--- src/hdl/tss_pkg.sv ---
// Package for the Taylor series sine block: state and operand enums, the
// controller/datapath command and status structs, and fixed-point constants.
// No dependencies; imported by every other file of the block.
package tss_pkg;

    // Controller states
    typedef enum logic [3:0] {
        S_IDLE,
        S_SQ_START,
        S_SQ_WAIT,
        S_ACCUM,
        S_M1_START,
        S_M1_WAIT,
        S_M2_START,
        S_M2_WAIT,
        S_FINISH
    } t_state;

    // Operand pairs for the shared multiplier
    typedef enum logic [1:0] {
        MOP_SQUARE,     // x * x
        MOP_XSQ,        // term * x^2
        MOP_RECIP       // term * 1/((2n+2)(2n+3))
    } t_mul_op;

    typedef struct packed {
        logic    load;       // latch a new angle, clear sum and counters
        logic    mul_start;  // launch one Q.48 product
        t_mul_op mul_op;     // operand pair for that product
        logic    wr_x2;      // capture product as x^2
        logic    wr_term;    // capture product as the running term
        logic    adv_n;      // advance the term index
        logic    accum;      // add or subtract the term, count it
        logic    finish;     // round the sum into the output registers
    } t_dp_cmd;

    typedef struct packed {
        logic mul_done;      // product ready this cycle
        logic stop;          // this term ends the series
    } t_dp_status;

    localparam int FRAC_W      = 48;
    localparam int IDX_W       = 5;
    localparam int RECIP_DEPTH = 32;
    localparam int THR_W       = 31;

    localparam logic signed [31:0] ANGLE_LIMIT = 32'sd1686629713;
    localparam logic [30:0]        ONE_Q30     = 31'd1073741824;
    localparam logic [30:0]        THR_RESET   = 31'd1074;

    localparam logic [63:0] R_ONE  = 64'd1 << FRAC_W;
    localparam logic [63:0] R_HALF = 64'd1 << (FRAC_W - 1);

    // Q0.48 reciprocals of (2n+2)(2n+3), rounded to nearest
    localparam logic [47:0] RECIP_TAB [RECIP_DEPTH] = '{
        48'((R_ONE + 64'd6    / 64'd2) / 64'd6),
        48'((R_ONE + 64'd20   / 64'd2) / 64'd20),
        48'((R_ONE + 64'd42   / 64'd2) / 64'd42),
        48'((R_ONE + 64'd72   / 64'd2) / 64'd72),
        48'((R_ONE + 64'd110  / 64'd2) / 64'd110),
        48'((R_ONE + 64'd156  / 64'd2) / 64'd156),
        48'((R_ONE + 64'd210  / 64'd2) / 64'd210),
        48'((R_ONE + 64'd272  / 64'd2) / 64'd272),
        48'((R_ONE + 64'd342  / 64'd2) / 64'd342),
        48'((R_ONE + 64'd420  / 64'd2) / 64'd420),
        48'((R_ONE + 64'd506  / 64'd2) / 64'd506),
        48'((R_ONE + 64'd600  / 64'd2) / 64'd600),
        48'((R_ONE + 64'd702  / 64'd2) / 64'd702),
        48'((R_ONE + 64'd812  / 64'd2) / 64'd812),
        48'((R_ONE + 64'd930  / 64'd2) / 64'd930),
        48'((R_ONE + 64'd1056 / 64'd2) / 64'd1056),
        48'((R_ONE + 64'd1190 / 64'd2) / 64'd1190),
        48'((R_ONE + 64'd1332 / 64'd2) / 64'd1332),
        48'((R_ONE + 64'd1482 / 64'd2) / 64'd1482),
        48'((R_ONE + 64'd1640 / 64'd2) / 64'd1640),
        48'((R_ONE + 64'd1806 / 64'd2) / 64'd1806),
        48'((R_ONE + 64'd1980 / 64'd2) / 64'd1980),
        48'((R_ONE + 64'd2162 / 64'd2) / 64'd2162),
        48'((R_ONE + 64'd2352 / 64'd2) / 64'd2352),
        48'((R_ONE + 64'd2550 / 64'd2) / 64'd2550),
        48'((R_ONE + 64'd2756 / 64'd2) / 64'd2756),
        48'((R_ONE + 64'd2970 / 64'd2) / 64'd2970),
        48'((R_ONE + 64'd3192 / 64'd2) / 64'd3192),
        48'((R_ONE + 64'd3422 / 64'd2) / 64'd3422),
        48'((R_ONE + 64'd3660 / 64'd2) / 64'd3660),
        48'((R_ONE + 64'd3906 / 64'd2) / 64'd3906),
        48'((R_ONE + 64'd4160 / 64'd2) / 64'd4160)
    };

endpackage

--- src/hdl/tss_mul.sv ---
// Sequential signed Q.48 multiplier: four 32x32 partial products on one
// multiplier, rounded half away from zero and clamped to 2^62 in magnitude.
// Depends on tss_pkg.
module tss_mul
    import tss_pkg::*;
(
    input  logic               i_clk,
    input  logic               i_rst_n,
    input  logic               i_start,
    input  logic signed [63:0] i_a,
    input  logic signed [63:0] i_b,
    output logic               o_done,
    output logic signed [63:0] o_result
);

    localparam logic [2:0] LAST_MUL  = 3'd3;
    localparam logic [2:0] LAST_ACC  = 3'd4;
    localparam logic [2:0] LAST_STEP = 3'd5;
    localparam logic [63:0] MAG_MAX  = 64'd1 << 62;

    logic         r_busy;
    logic         r_done;
    logic [2:0]   r_step;
    logic [63:0]  r_ua;
    logic [63:0]  r_ub;
    logic         r_neg;
    logic [63:0]  r_pp;
    logic [1:0]   r_pp_pos;
    logic [127:0] r_acc;
    logic signed [63:0] r_result;

    logic [31:0]  a_half;
    logic [31:0]  b_half;
    logic [127:0] pp_shifted;
    logic [63:0]  mag;
    logic [63:0]  mag_sat;

    // Pick operand halves: steps 0..3 give a0b0, a0b1, a1b0, a1b1
    assign a_half = r_step[1] ? r_ua[63:32] : r_ua[31:0];
    assign b_half = r_step[0] ? r_ub[63:32] : r_ub[31:0];

    // Align the registered partial product to its column
    always_comb begin
        case (r_pp_pos) inside
            2'd0:       pp_shifted = {64'd0, r_pp};
            2'd1, 2'd2: pp_shifted = {32'd0, r_pp, 32'd0};
            default:    pp_shifted = {r_pp, 64'd0};
        endcase
    end

    // Take the rounded Q.48 magnitude and clamp it
    assign mag     = r_acc[111:48];
    assign mag_sat = (mag > MAG_MAX) ? MAG_MAX : mag;

    // Sequencing control
    always_ff @(posedge i_clk) begin
        if (!i_rst_n) begin
            r_busy <= 1'b0;
            r_done <= 1'b0;
            r_step <= '0;
        end else begin
            r_done <= 1'b0;
            if (i_start) begin
                r_busy <= 1'b1;
                r_step <= '0;
            end else if (r_busy) begin
                r_step <= r_step + 3'd1;
                if (r_step == LAST_STEP) begin
                    r_busy <= 1'b0;
                    r_done <= 1'b1;
                end
            end
        end
    end

    // Operands, partial products and accumulation
    always_ff @(posedge i_clk) begin
        if (i_start) begin
            r_ua  <= i_a[63] ? (64'd0 - i_a) : i_a;
            r_ub  <= i_b[63] ? (64'd0 - i_b) : i_b;
            r_neg <= i_a[63] ^ i_b[63];
            r_acc <= {64'd0, R_HALF};
        end else if (r_busy) begin
            if (r_step <= LAST_MUL) begin
                r_pp     <= a_half * b_half;
                r_pp_pos <= r_step[1:0];
            end
            if (r_step != 3'd0 && r_step <= LAST_ACC) begin
                r_acc <= r_acc + pp_shifted;
            end
            if (r_step == LAST_STEP) begin
                r_result <= r_neg ? (64'sd0 - $signed(mag_sat)) : $signed(mag_sat);
            end
        end
    end

    assign o_done   = r_done;
    assign o_result = r_result;

endmodule

--- src/hdl/tss_datapath.sv ---
// Datapath of the Taylor series sine: angle clip, term and sum registers,
// threshold register, reciprocal lookup, output rounding and registers.
// Depends on tss_pkg and tss_mul.
module tss_datapath
    import tss_pkg::*;
#(
    parameter int MAX_TERMS = 24
)
(
    input  logic               i_clk,
    input  logic               i_rst_n,
    input  logic               i_cfg_wr_en,
    input  logic [30:0]        i_cfg_wr_data,
    input  logic signed [31:0] i_angle,
    input  t_dp_cmd            i_cmd,
    output t_dp_status         o_status,
    output logic signed [31:0] o_sine_value,
    output logic [4:0]         o_terms_used,
    output logic               o_limit_hit
);

    localparam int CNT_W = $clog2(MAX_TERMS + 1);

    logic [THR_W-1:0]   r_thr;
    logic signed [63:0] r_x;
    logic signed [63:0] r_x2;
    logic signed [63:0] r_term;
    logic signed [63:0] r_sum;
    logic [CNT_W-1:0]   r_cnt;
    logic [IDX_W-1:0]   r_n;
    logic               r_lim;
    logic signed [31:0] r_sine;
    logic [4:0]         r_terms;
    logic               r_lim_out;

    logic signed [31:0] angle_clip;
    logic signed [63:0] mul_a;
    logic signed [63:0] mul_b;
    logic               mul_done;
    logic signed [63:0] mul_res;
    logic [63:0]        term_mag;
    logic [63:0]        thr_q48;
    logic               below;
    logic [CNT_W-1:0]   cnt_next;
    logic               full;
    logic [63:0]        sum_mag;
    logic [63:0]        sum_rnd;
    logic [45:0]        q30;
    logic [30:0]        q30_sat;

    // Clip the angle to +-2*pi
    always_comb begin
        if (i_angle > ANGLE_LIMIT) begin
            angle_clip = ANGLE_LIMIT;
        end else if (i_angle < -ANGLE_LIMIT) begin
            angle_clip = -ANGLE_LIMIT;
        end else begin
            angle_clip = i_angle;
        end
    end

    // Select multiplier operands
    always_comb begin
        unique case (i_cmd.mul_op)
            MOP_SQUARE: begin
                mul_a = r_x;
                mul_b = r_x;
            end
            MOP_XSQ: begin
                mul_a = r_term;
                mul_b = r_x2;
            end
            MOP_RECIP: begin
                mul_a = r_term;
                mul_b = $signed({16'd0, RECIP_TAB[r_n]});
            end
            default: begin
                mul_a = r_term;
                mul_b = r_x2;
            end
        endcase
    end

    tss_mul u_mul (
        .i_clk    (i_clk),
        .i_rst_n  (i_rst_n),
        .i_start  (i_cmd.mul_start),
        .i_a      (mul_a),
        .i_b      (mul_b),
        .o_done   (mul_done),
        .o_result (mul_res)
    );

    // Stop test: term below threshold, or term count at the limit
    assign term_mag = r_term[63] ? (64'd0 - r_term) : r_term;
    assign thr_q48  = {15'd0, r_thr, 18'd0};
    assign below    = term_mag < thr_q48;
    assign cnt_next = r_cnt + 1'b1;
    assign full     = cnt_next >= CNT_W'(MAX_TERMS);

    assign o_status.mul_done = mul_done;
    assign o_status.stop     = below || full;

    // Round the Q.48 sum to Q2.30 and saturate to one
    assign sum_mag = r_sum[63] ? (64'd0 - r_sum) : r_sum;
    assign sum_rnd = sum_mag + 64'd131072;
    assign q30     = sum_rnd[63:18];
    assign q30_sat = (q30 > {15'd0, ONE_Q30}) ? ONE_Q30 : q30[30:0];

    // Hold the threshold register
    always_ff @(posedge i_clk) begin
        if (!i_rst_n) begin
            r_thr <= THR_RESET;
        end else if (i_cfg_wr_en) begin
            r_thr <= i_cfg_wr_data;
        end
    end

    // Working registers of the series
    always_ff @(posedge i_clk) begin
        if (i_cmd.load) begin
            r_x    <= {{12{angle_clip[31]}}, angle_clip, 20'd0};
            r_term <= {{12{angle_clip[31]}}, angle_clip, 20'd0};
            r_sum  <= '0;
            r_cnt  <= '0;
            r_n    <= '0;
        end else begin
            if (i_cmd.wr_x2) begin
                r_x2 <= mul_res;
            end
            if (i_cmd.wr_term) begin
                r_term <= mul_res;
            end
            if (i_cmd.adv_n) begin
                r_n <= r_n + 1'b1;
            end
            if (i_cmd.accum) begin
                r_sum <= r_n[0] ? (r_sum - r_term) : (r_sum + r_term);
                r_cnt <= cnt_next;
                r_lim <= !below && full;
            end
        end
    end

    // Output registers
    always_ff @(posedge i_clk) begin
        if (i_cmd.finish) begin
            r_sine    <= r_sum[63] ? (32'sd0 - $signed({1'b0, q30_sat}))
                                   : $signed({1'b0, q30_sat});
            r_terms   <= 5'(r_cnt);
            r_lim_out <= r_lim;
        end
    end

    assign o_sine_value = r_sine;
    assign o_terms_used = r_terms;
    assign o_limit_hit  = r_lim_out;

endmodule

--- src/hdl/tss_ctrl.sv ---
// Controller of the Taylor series sine: sequences squaring, term updates and
// accumulation, and owns the channel handshakes. Depends on tss_pkg.
module tss_ctrl
    import tss_pkg::*;
(
    input  logic       i_clk,
    input  logic       i_rst_n,
    input  logic       i_in_valid,
    output logic       o_in_ready,
    output logic       o_out_valid,
    input  logic       i_out_ready,
    input  t_dp_status i_status,
    output t_dp_cmd    o_cmd
);

    t_state r_state;
    t_state n_state;
    logic   r_out_valid;
    logic   n_out_valid;

    // State and output-valid registers
    always_ff @(posedge i_clk) begin
        if (!i_rst_n) begin
            r_state     <= S_IDLE;
            r_out_valid <= 1'b0;
        end else begin
            r_state     <= n_state;
            r_out_valid <= n_out_valid;
        end
    end

    // Next state and datapath commands
    always_comb begin
        n_state      = r_state;
        o_cmd        = '0;
        o_cmd.mul_op = MOP_SQUARE;
        o_in_ready   = 1'b0;
        unique case (r_state)
            S_IDLE: begin
                o_in_ready = 1'b1;
                if (i_in_valid) begin
                    o_cmd.load = 1'b1;
                    n_state    = S_SQ_START;
                end
            end
            S_SQ_START: begin
                o_cmd.mul_start = 1'b1;
                o_cmd.mul_op    = MOP_SQUARE;
                n_state         = S_SQ_WAIT;
            end
            S_SQ_WAIT: begin
                if (i_status.mul_done) begin
                    o_cmd.wr_x2 = 1'b1;
                    n_state     = S_ACCUM;
                end
            end
            S_ACCUM: begin
                o_cmd.accum = 1'b1;
                n_state     = i_status.stop ? S_FINISH : S_M1_START;
            end
            S_M1_START: begin
                o_cmd.mul_start = 1'b1;
                o_cmd.mul_op    = MOP_XSQ;
                n_state         = S_M1_WAIT;
            end
            S_M1_WAIT: begin
                if (i_status.mul_done) begin
                    o_cmd.wr_term = 1'b1;
                    n_state       = S_M2_START;
                end
            end
            S_M2_START: begin
                o_cmd.mul_start = 1'b1;
                o_cmd.mul_op    = MOP_RECIP;
                n_state         = S_M2_WAIT;
            end
            S_M2_WAIT: begin
                if (i_status.mul_done) begin
                    o_cmd.wr_term = 1'b1;
                    o_cmd.adv_n   = 1'b1;
                    n_state       = S_ACCUM;
                end
            end
            S_FINISH: begin
                // Wait until the output register is free or being drained
                if (!r_out_valid || i_out_ready) begin
                    o_cmd.finish = 1'b1;
                    n_state      = S_IDLE;
                end
            end
            default: begin
                n_state = S_IDLE;
            end
        endcase
    end

    // Output transaction: set on finish, drop when taken
    always_comb begin
        if (o_cmd.finish) begin
            n_out_valid = 1'b1;
        end else if (i_out_ready) begin
            n_out_valid = 1'b0;
        end else begin
            n_out_valid = r_out_valid;
        end
    end

    assign o_out_valid = r_out_valid;

endmodule

--- src/hdl/taylor_series_sine.sv ---
// Taylor series sine, signed Q4.28 angle in, signed Q2.30 sine out.
//
// Input channel: i_valid/o_ready with i_angle. One transaction is taken
// when both are high; o_ready is high only while no angle is in work.
// Output channel: o_valid/i_ready with o_sine_value, o_terms_used and
// o_limit_hit, held in an output register until the receiver takes them.
// A new angle may be accepted while the previous result still waits.
// Configuration: i_cfg_wr_en writes i_cfg_wr_data into the stop threshold
// (Q2.30 term magnitude) at the clock edge; write only while idle.
// Each term costs two Q.48 products on one shared 32x32 multiplier, each
// product four partial products plus accumulate, round and sign steps,
// and one accumulate step.
// If the receiver stalls, the finished sum waits in the datapath until the
// output register frees up.
// Reset (i_rst_n low, synchronous) returns to idle, clears o_valid and sets
// the threshold to 1074 (about 1e-6).
// Depends on tss_pkg, tss_ctrl, tss_datapath and tss_mul.
module taylor_series_sine
    import tss_pkg::*;
#(
    parameter int MAX_TERMS = 24
)
(
    input  logic               i_clk,
    input  logic               i_rst_n,
    input  logic               i_cfg_wr_en,
    input  logic [30:0]        i_cfg_wr_data,
    input  logic               i_valid,
    output logic               o_ready,
    input  logic signed [31:0] i_angle,
    output logic               o_valid,
    input  logic               i_ready,
    output logic signed [31:0] o_sine_value,
    output logic [4:0]         o_terms_used,
    output logic               o_limit_hit
);

    t_dp_cmd    dp_cmd;
    t_dp_status dp_status;

    tss_ctrl u_ctrl (
        .i_clk       (i_clk),
        .i_rst_n     (i_rst_n),
        .i_in_valid  (i_valid),
        .o_in_ready  (o_ready),
        .o_out_valid (o_valid),
        .i_out_ready (i_ready),
        .i_status    (dp_status),
        .o_cmd       (dp_cmd)
    );

    tss_datapath #(
        .MAX_TERMS (MAX_TERMS)
    ) u_datapath (
        .i_clk         (i_clk),
        .i_rst_n       (i_rst_n),
        .i_cfg_wr_en   (i_cfg_wr_en),
        .i_cfg_wr_data (i_cfg_wr_data),
        .i_angle       (i_angle),
        .i_cmd         (dp_cmd),
        .o_status      (dp_status),
        .o_sine_value  (o_sine_value),
        .o_terms_used  (o_terms_used),
        .o_limit_hit   (o_limit_hit)
    );

endmodule
--- config.mk ---
export PLATFORM = sky130hd
export DESIGN_NAME = taylor_series_sine
export DESIGN_NICKNAME = d
export VERILOG_FILES = /design/src/hdl/tss_pkg.sv /design/src/hdl/tss_mul.sv /design/src/hdl/tss_datapath.sv /design/src/hdl/tss_ctrl.sv /design/src/hdl/taylor_series_sine.sv
export SDC_FILE = /design/constraint.sdc
export NUM_CORES = 2
export LEC_CHECK = 0
export BUFFER_PORTS_ARGS = -buffer_cell sky130_fd_sc_hd__buf_2
export CORE_MARGIN = 5
export CORE_UTILIZATION = 55
export DETAILED_ROUTE_END_ITERATION = 12
export PLACE_DENSITY = 0.74
export SLEW_MARGIN = 10
export SYNTH_ARGS = -nofsm -noshare
export SYNTH_HDL_FRONTEND = slang
export SYNTH_SLANG_ARGS = --single-unit
--- constraint.sdc ---
create_clock -name i_clk -period 10.1 [get_ports i_clk]
set_input_delay 0.505 -clock i_clk [delete_from_list [all_inputs] [get_ports i_clk]]
set_output_delay 0.505 -clock i_clk [all_outputs]
set_load 0.1 [all_outputs]
-- Word-level counts from Yosys, hierarchy flattened
Memory sizes are Yosys's and may differ from the RTL's.
Cells that the tools add are included.
- add/sub/neg operators: 13
- multiply operators: 1
- $lt $le $gt $ge: 9
- eq/ne operators: 16
- multiplexer cells: 45
- bitwise gates (word level): 6
- reduce and logical (&&, ||, !) cells: 22
- operators with widths (operator ; count):
    $mux W64 ; 8
    $sub A1 B64 Y64 const A ; 5
    $mux W128 ; 2
    $add A128 B128 Y128 ; 1
    $mux W32 ; 4
    $pmux W64 S2 ; 1
    $mux W63 ; 2
    $mux W48 ; 2
    $add A64 B18 Y64 const B ; 1
    $add A64 B64 Y64 ; 1
    $gt A64 B63 Y1 const B ; 1
    $lt A64 B49 Y1 ; 1
    $mul A32 B32 Y64 ; 1
    $sub A64 B64 Y64 ; 1
    $mux W31 ; 2
    $gt A46 B31 Y1 const B ; 1
    $gt A32 B32 Y1 const B ; 1
    $lt A32 B32 Y1 const B ; 1
    $pmux W4 S8 ; 1
    $sub A1 B31 Y32 const A ; 1
    $mux W4 ; 5
    $eq A4 B3 Y1 const B ; 4
    $mux W1 ; 15
    $add A5 B1 Y5 const B ; 2
    31 further kinds ; 48
- register bits after elaboration: 701
- bits in read-only memories: 1536
- output and inout bits: 40
- memories kept: 1
- memory list (memory ; depth ; width ; read ports ; clocked after memory_dff ; wr ports ; RTL line ; text):
    (no name shown) ; 32 ; 48 ; 1 ; 0 ; 0 ; tss_datapath.sv:75 ; mul_b = $signed({16'd0, RECIP_TAB[r_n]});

-- Longest topological paths before layout
- word-level depth: 7
- mapped depth: 38
- gate-level depth less buffers: 33

-- By module
From an unflattened synthesis, not the netlist that was laid out.
- cells, all modules: 9645
- area total of the unflattened synthesis: 82999.6 um^2
- modules (own cells, without submodules) (module ; times used ; cells an instance ; area each (um^2) ; seq. area each (um^2)):
    tss_mul ; 1 ; 6598 ; 58055.7 ; 10119.7
    tss_datapath ; 1 ; 3003 ; 24584.8 ; 7877.6
    tss_ctrl ; 1 ; 44 ; 359.1 ; 100.1

-- Worst setup path before layout
Ideal clock, no wire load.
- kind: flip-flop to flip-flop
- start: reg u_datapath.u_mul.r_step[0]
- end: reg u_datapath.u_mul.r_pp[62] (data pin)
- library setup time: 0.258 ns
- data arrival time: 9.464 ns
- required time: 9.842 ns
- setup slack: 0.378 ns
- stages on the path, launching flop included: 33
- period minus slack after synthesis: 9.722 ns
- cells stage by stage: dfxtp_1 clkbuf_1 buf_1 mux2i_1 clkbuf_1 nor2_1 fa_1 fa_1 fa_1 inv_1 fa_1 inv_1 fa_1 fa_1 fa_1 inv_1 fa_1 inv_1 ha_1 a21o_1 a21o_1 a21o_1 a21oi_1 nor2b_1 or4b_2 o21ai_0 o31ai_1 o211ai_1 a31oi_1 o41ai_1 o21bai_1 a21oi_1 xnor2_1
- word-level cells in the longest chain between the ends: 2
- RTL lines (item ; RTL line ; text):
    from (decl) ; tss_mul.sv:23 ; logic [2:0] r_step;
    from (signal assigned) ; tss_mul.sv:67 ; r_step <= r_step + 3'd1;
    $mux W32 ; tss_mul.sv:40 ; assign b_half = r_step[0] ? r_ub[63:32] : r_ub[31:0];
    $mul A32 B32 Y64 ; tss_mul.sv:85 ; r_pp <= a_half * b_half;
    to (signal assigned) ; tss_mul.sv:85 ;
    to (decl) ; tss_mul.sv:27 ; logic [63:0] r_pp;
Every way passes these cells.
A chain may end at the register's enable or synchronous reset.

-- Worst setup path in the final report
- start: reg u_datapath.u_mul.r_step[1]
- end: reg u_datapath.u_mul.r_pp[61] (data pin)
- word-level cells in the longest chain between the ends: 2
- RTL lines (item ; RTL line ; text):
    $mux W32 ; tss_mul.sv:39 ; assign a_half = r_step[1] ? r_ua[63:32] : r_ua[31:0];
    $mul A32 B32 Y64 ; tss_mul.sv:85 ;
Every way passes these cells.

==> results by group <==
Status
  – Status: completed

STA
  – Slew headroom: around 5.7%
  – Count of final setup violators: 0
  – Fin. Hold Viols: 0
  – Crit path time final: 9.759 ns
  – Fin crit share: approximately 97%
  – Setup TNS: 0 ns
  – Worst Tran Pin Value: 1.405 ns
  – Clk_skew: roughly 0.043 ns
  – WHS: 0.05407 ns
  – Highest Clock Rate: 102.5 MHz
  – Final WS setup: about 0.34 ns
  – RSZ-0062 raised after global routing: false
  – Count of pins over their slew limit: 0

Synth
  – Mapped Cells: 9,473
  – Ys flop type: edfxtp_1
  – Mapped Avg Cell Area: between 8 and 9 um^2
  – Post-synth EDFFs: 438
  – Xor/xnor cell area share of the yosys netlist: approximately 6.1%
  – Yosys Warn Count: 0
  – Synth top area cells: fa_1 22%, edfxtp_1 16%, ha_1 7.6%
  – Netlist Area Pre-Place: 0.08169 mm^2
  – Simple-Gate Fraction of Synth Area: 17.80%
  – Yosys cell types: 108
  – Synthesis-stage register bit count: approximately 690
  – Compound-Gate Fraction of Synth Area: between 10 and 15%
  – Adder-Cell Fraction of Synth Area: 29.62%
  – Async SR Flop Fraction: 0%
  – Register area share after synthesis: 22.15%
  – Syn Nets: 10.94k
  – Post-synthesis mux area share: 2.924%
  – Cell taking the most area after synthesis: fa_1
  – Post-synth top area share: between 20 and 25%
  – Main combinational cell family by area after synthesis: adder cells

Routing
  – WL per Instance: 25.25 um
  – Iteration count of the initial detailed-routing pass: 6
  – Total Wirelength: between 200,000 and 300,000 um
  – DRC: 0
  – Iteration-0 DRC Markers: between 7k and 8k
  – Via density: between 6 and 7
  – Final ANT Viol Nets: 0
  – Routed vias: 70.99k

CTS
  – CTS tree: yes
  – H-tree Lvls: 3
  – Clock Latency Late Sink: approximately 0.7 ns
  – Clk slew on worst S/H paths: 0.06 ns
  – CTS buffer count: 80
  – CTS sink cnt: just under 700
  – Clock Tree Buf Depth: 3
  – Clk root buf: clkbuf_16

Placed design
  – Pre-CTS setup slack: 0.02950 ns
  – Port buffer count: about 110
  – DPL Wire Length: between 200,000 and 250,000 um
  – GPL Wtd Cong: between 1 and 1.5

Global route
  – Initial antenna violation count: 14
  – Tot GR Track Use: 36.24%
  – Vias in the first global route: about 70k
  – First-pass GRT wire length: between 400,000 and 500,000 um
  – Largest net degree at the start of global routing: 93
  – Total gr overflow: 0

Die
  – Die H: just under 400 um
  – Total core area: 0.1477 mm^2
  – Ports: 108
  – Die area: 0.1563 mm^2
  – Die width: 395.4 um
  – Initial Utilization: 55.32%
  – Rows: 141

Flow run
  – Max cap viols: 0

Critical path
  – Data arrival, critical path: ~10 ns
  – Critical path class: flop to flop
  – Worst path slowest cell: fa_1
  – Worst setup EP type: flop
  – Worst setup SP type: flop
  – Critical Path Max Stage Delay: 0.61 ns
  – R2R cell count: 34
  – Worst r2r dst: u_datapath.u_mul.r_pp[61]
  – Crit path top cell by count: fa_1
  – R2r setup slk: 0.34 ns
  – Critical Path RT: 10.53 ns
  – R2r startpoint: u_datapath.u_mul.r_step[1]
  – Critical Path Source: u_datapath.u_mul.r_step[1]
  – Crit-path max FO: 17

Hold path
  – Hold worst-path end: u_datapath.r_thr[1]
  – Hold_sp: i_cfg_wr_data[1]
  – Hold Path Stages: 3
  – Hold Crit Class: input pin to flop

Cells and area
  – # nets final: 10.84k
  – Share of layout cells above drive strength 1: 7.612%
  – Layout fillers: between 10k and 15k
  – Area Growth Syn to Fin: 7.321%
per-stage QoR:
stage	cell area, um^2	util (%)	std cells
4_1_cts	87500	59.25	11370
5_1_grt	87660	59.37	11380
2_1_floorplan	81690	-	9473
6_report	87670	59.37	11380
3_3_place_gp	84800	57.43	11220
3_5_place_dp	84800	57.43	11220
layout make-up:
cell class / instances / area, um^2 / area share [%]
Antenna cell: 3 / 7.507 / 0.008563
Clock buffer: 106 / 2205 / 2.515
Clock inverter: 44 / 488.0 / 0.5566
Inverter: 1059 / 3985 / 4.546
Multi-Input combinational cell: 7186 / 57780 / 65.91
Sequential cell: 685 / 18110 / 20.66
Tap cell: 1930 / 2415 / 2.754
Timing Repair Buffer: 365 / 2675 / 3.051
per-layer routing:
layer | global-route usage, % | vias up | share of wire (%)
met4 | 20.69 | 16 | 7.4
met2 | 55.14 | 4092 | 43
li1 | - | 31470 | -
met5 | 0 | - | 0.033
met3 | 10.76 | 912 | 12
met1 | 46.20 | 34500 | 37
worst max-delay path, delay by kind of cell, from the launching register on:
family,cells,cell delay [ns]
and+or+nand+nor,5,0.93
DFF,1,0.44
muxes,1,0.31
xor gates and xnor gates,1,0.09
AOI/OAI and AO/OA,9,2.40
buffers and inverters,9,1.21
adders and majority gates,9,4.07
kinds of logic (layout without fill, tap and decap cells):
logic type,Yosys count,in the layout
flops,685,685
compound gates,1759,1759
buf+inv,1602,1574
other cells,0,3
fa+ha+maj,1395,1395
mux,229,229
simple gates,3235,3235
xor+xnor,568,568
Yosys cell counts (all sizes together), types with 101 or more instances:
cell type / number
nor2: 1144
nand2: 1121
inv: 1057
fa: 898
a21oi: 543
ha: 497
clkbuf: 438
edfxtp: 438
o21ai: 370
xnor2: 355
dfxtp: 247
xor2: 212
a21o: 164
mux2i: 161
nor3: 144
nand3: 129
buf: 105
nor2b: 101
layout by cell type, fill, tap and decap left out, types with 54 or more instances in the layout:
| master | n |
|---|---|
| a21o_1 | 164 |
| or3_1 | 68 |
| ha_1 | 496 |
| nor4_1 | 54 |
| nand4_1 | 77 |
| nand2b_1 | 90 |
| nand2_1 | 1116 |
| and3_1 | 63 |
| a211oi_1 | 61 |
| nor3_1 | 141 |
| xnor2_1 | 352 |
| o31ai_1 | 65 |
| buf_2 | 107 |
| edfxtp_1 | 438 |
| mux2_2 | 64 |
| dfxtp_1 | 240 |
| xor2_1 | 212 |
| clkbuf_16 | 82 |
| inv_1 | 1052 |
| a22o_1 | 67 |
| nand3_1 | 127 |
| a21oi_1 | 542 |
| mux2i_1 | 116 |
| buf_4 | 241 |
| and2_1 | 88 |
| nor2b_1 | 99 |
| o21ai_0 | 358 |
| a31oi_1 | 61 |
| fa_1 | 898 |
| nor2_1 | 1141 |
state kept, by name, indices dropped and copies added, names as in the netlist, 2 cells and up:
name,cells
u_ctrl.r_state,4
u_datapath.o_sine_value,32
u_datapath.o_terms_used,5
u_datapath.r_cnt,5
u_datapath.r_n,5
u_datapath.r_sum,64
u_datapath.r_term,64
u_datapath.r_thr,31
u_datapath.r_x,32
u_datapath.r_x2,64
u_datapath.u_mul.o_result,64
u_datapath.u_mul.r_acc,112
u_datapath.u_mul.r_pp,64
u_datapath.u_mul.r_pp_pos,2
u_datapath.u_mul.r_step,3
u_datapath.u_mul.r_ua,64
u_datapath.u_mul.r_ub,64
repair_timing:
item	4_1_cts	5_1_grt
hold buffers	0	0
buffers inserted	0	10
setup endpoints to repair	0	12
resized for setup	0	6
worst max-delay path by stage:
| stage | endpoint |
|---|---|
| after global routing | u_datapath.u_mul.r_pp[59] |
| after floorplan | u_datapath.u_mul.r_pp[62] |
| final | u_datapath.u_mul.r_pp[61] |
| after detailed placement | u_datapath.u_mul.r_pp[59] |
| after global placement | u_datapath.u_mul.r_pp[59] |
| after CTS | u_datapath.u_mul.r_pp[59] |
Power is left out: the tool's default activity adds up to more than one toggle a clock period on the data nets, which glitch-free logic cannot reach.
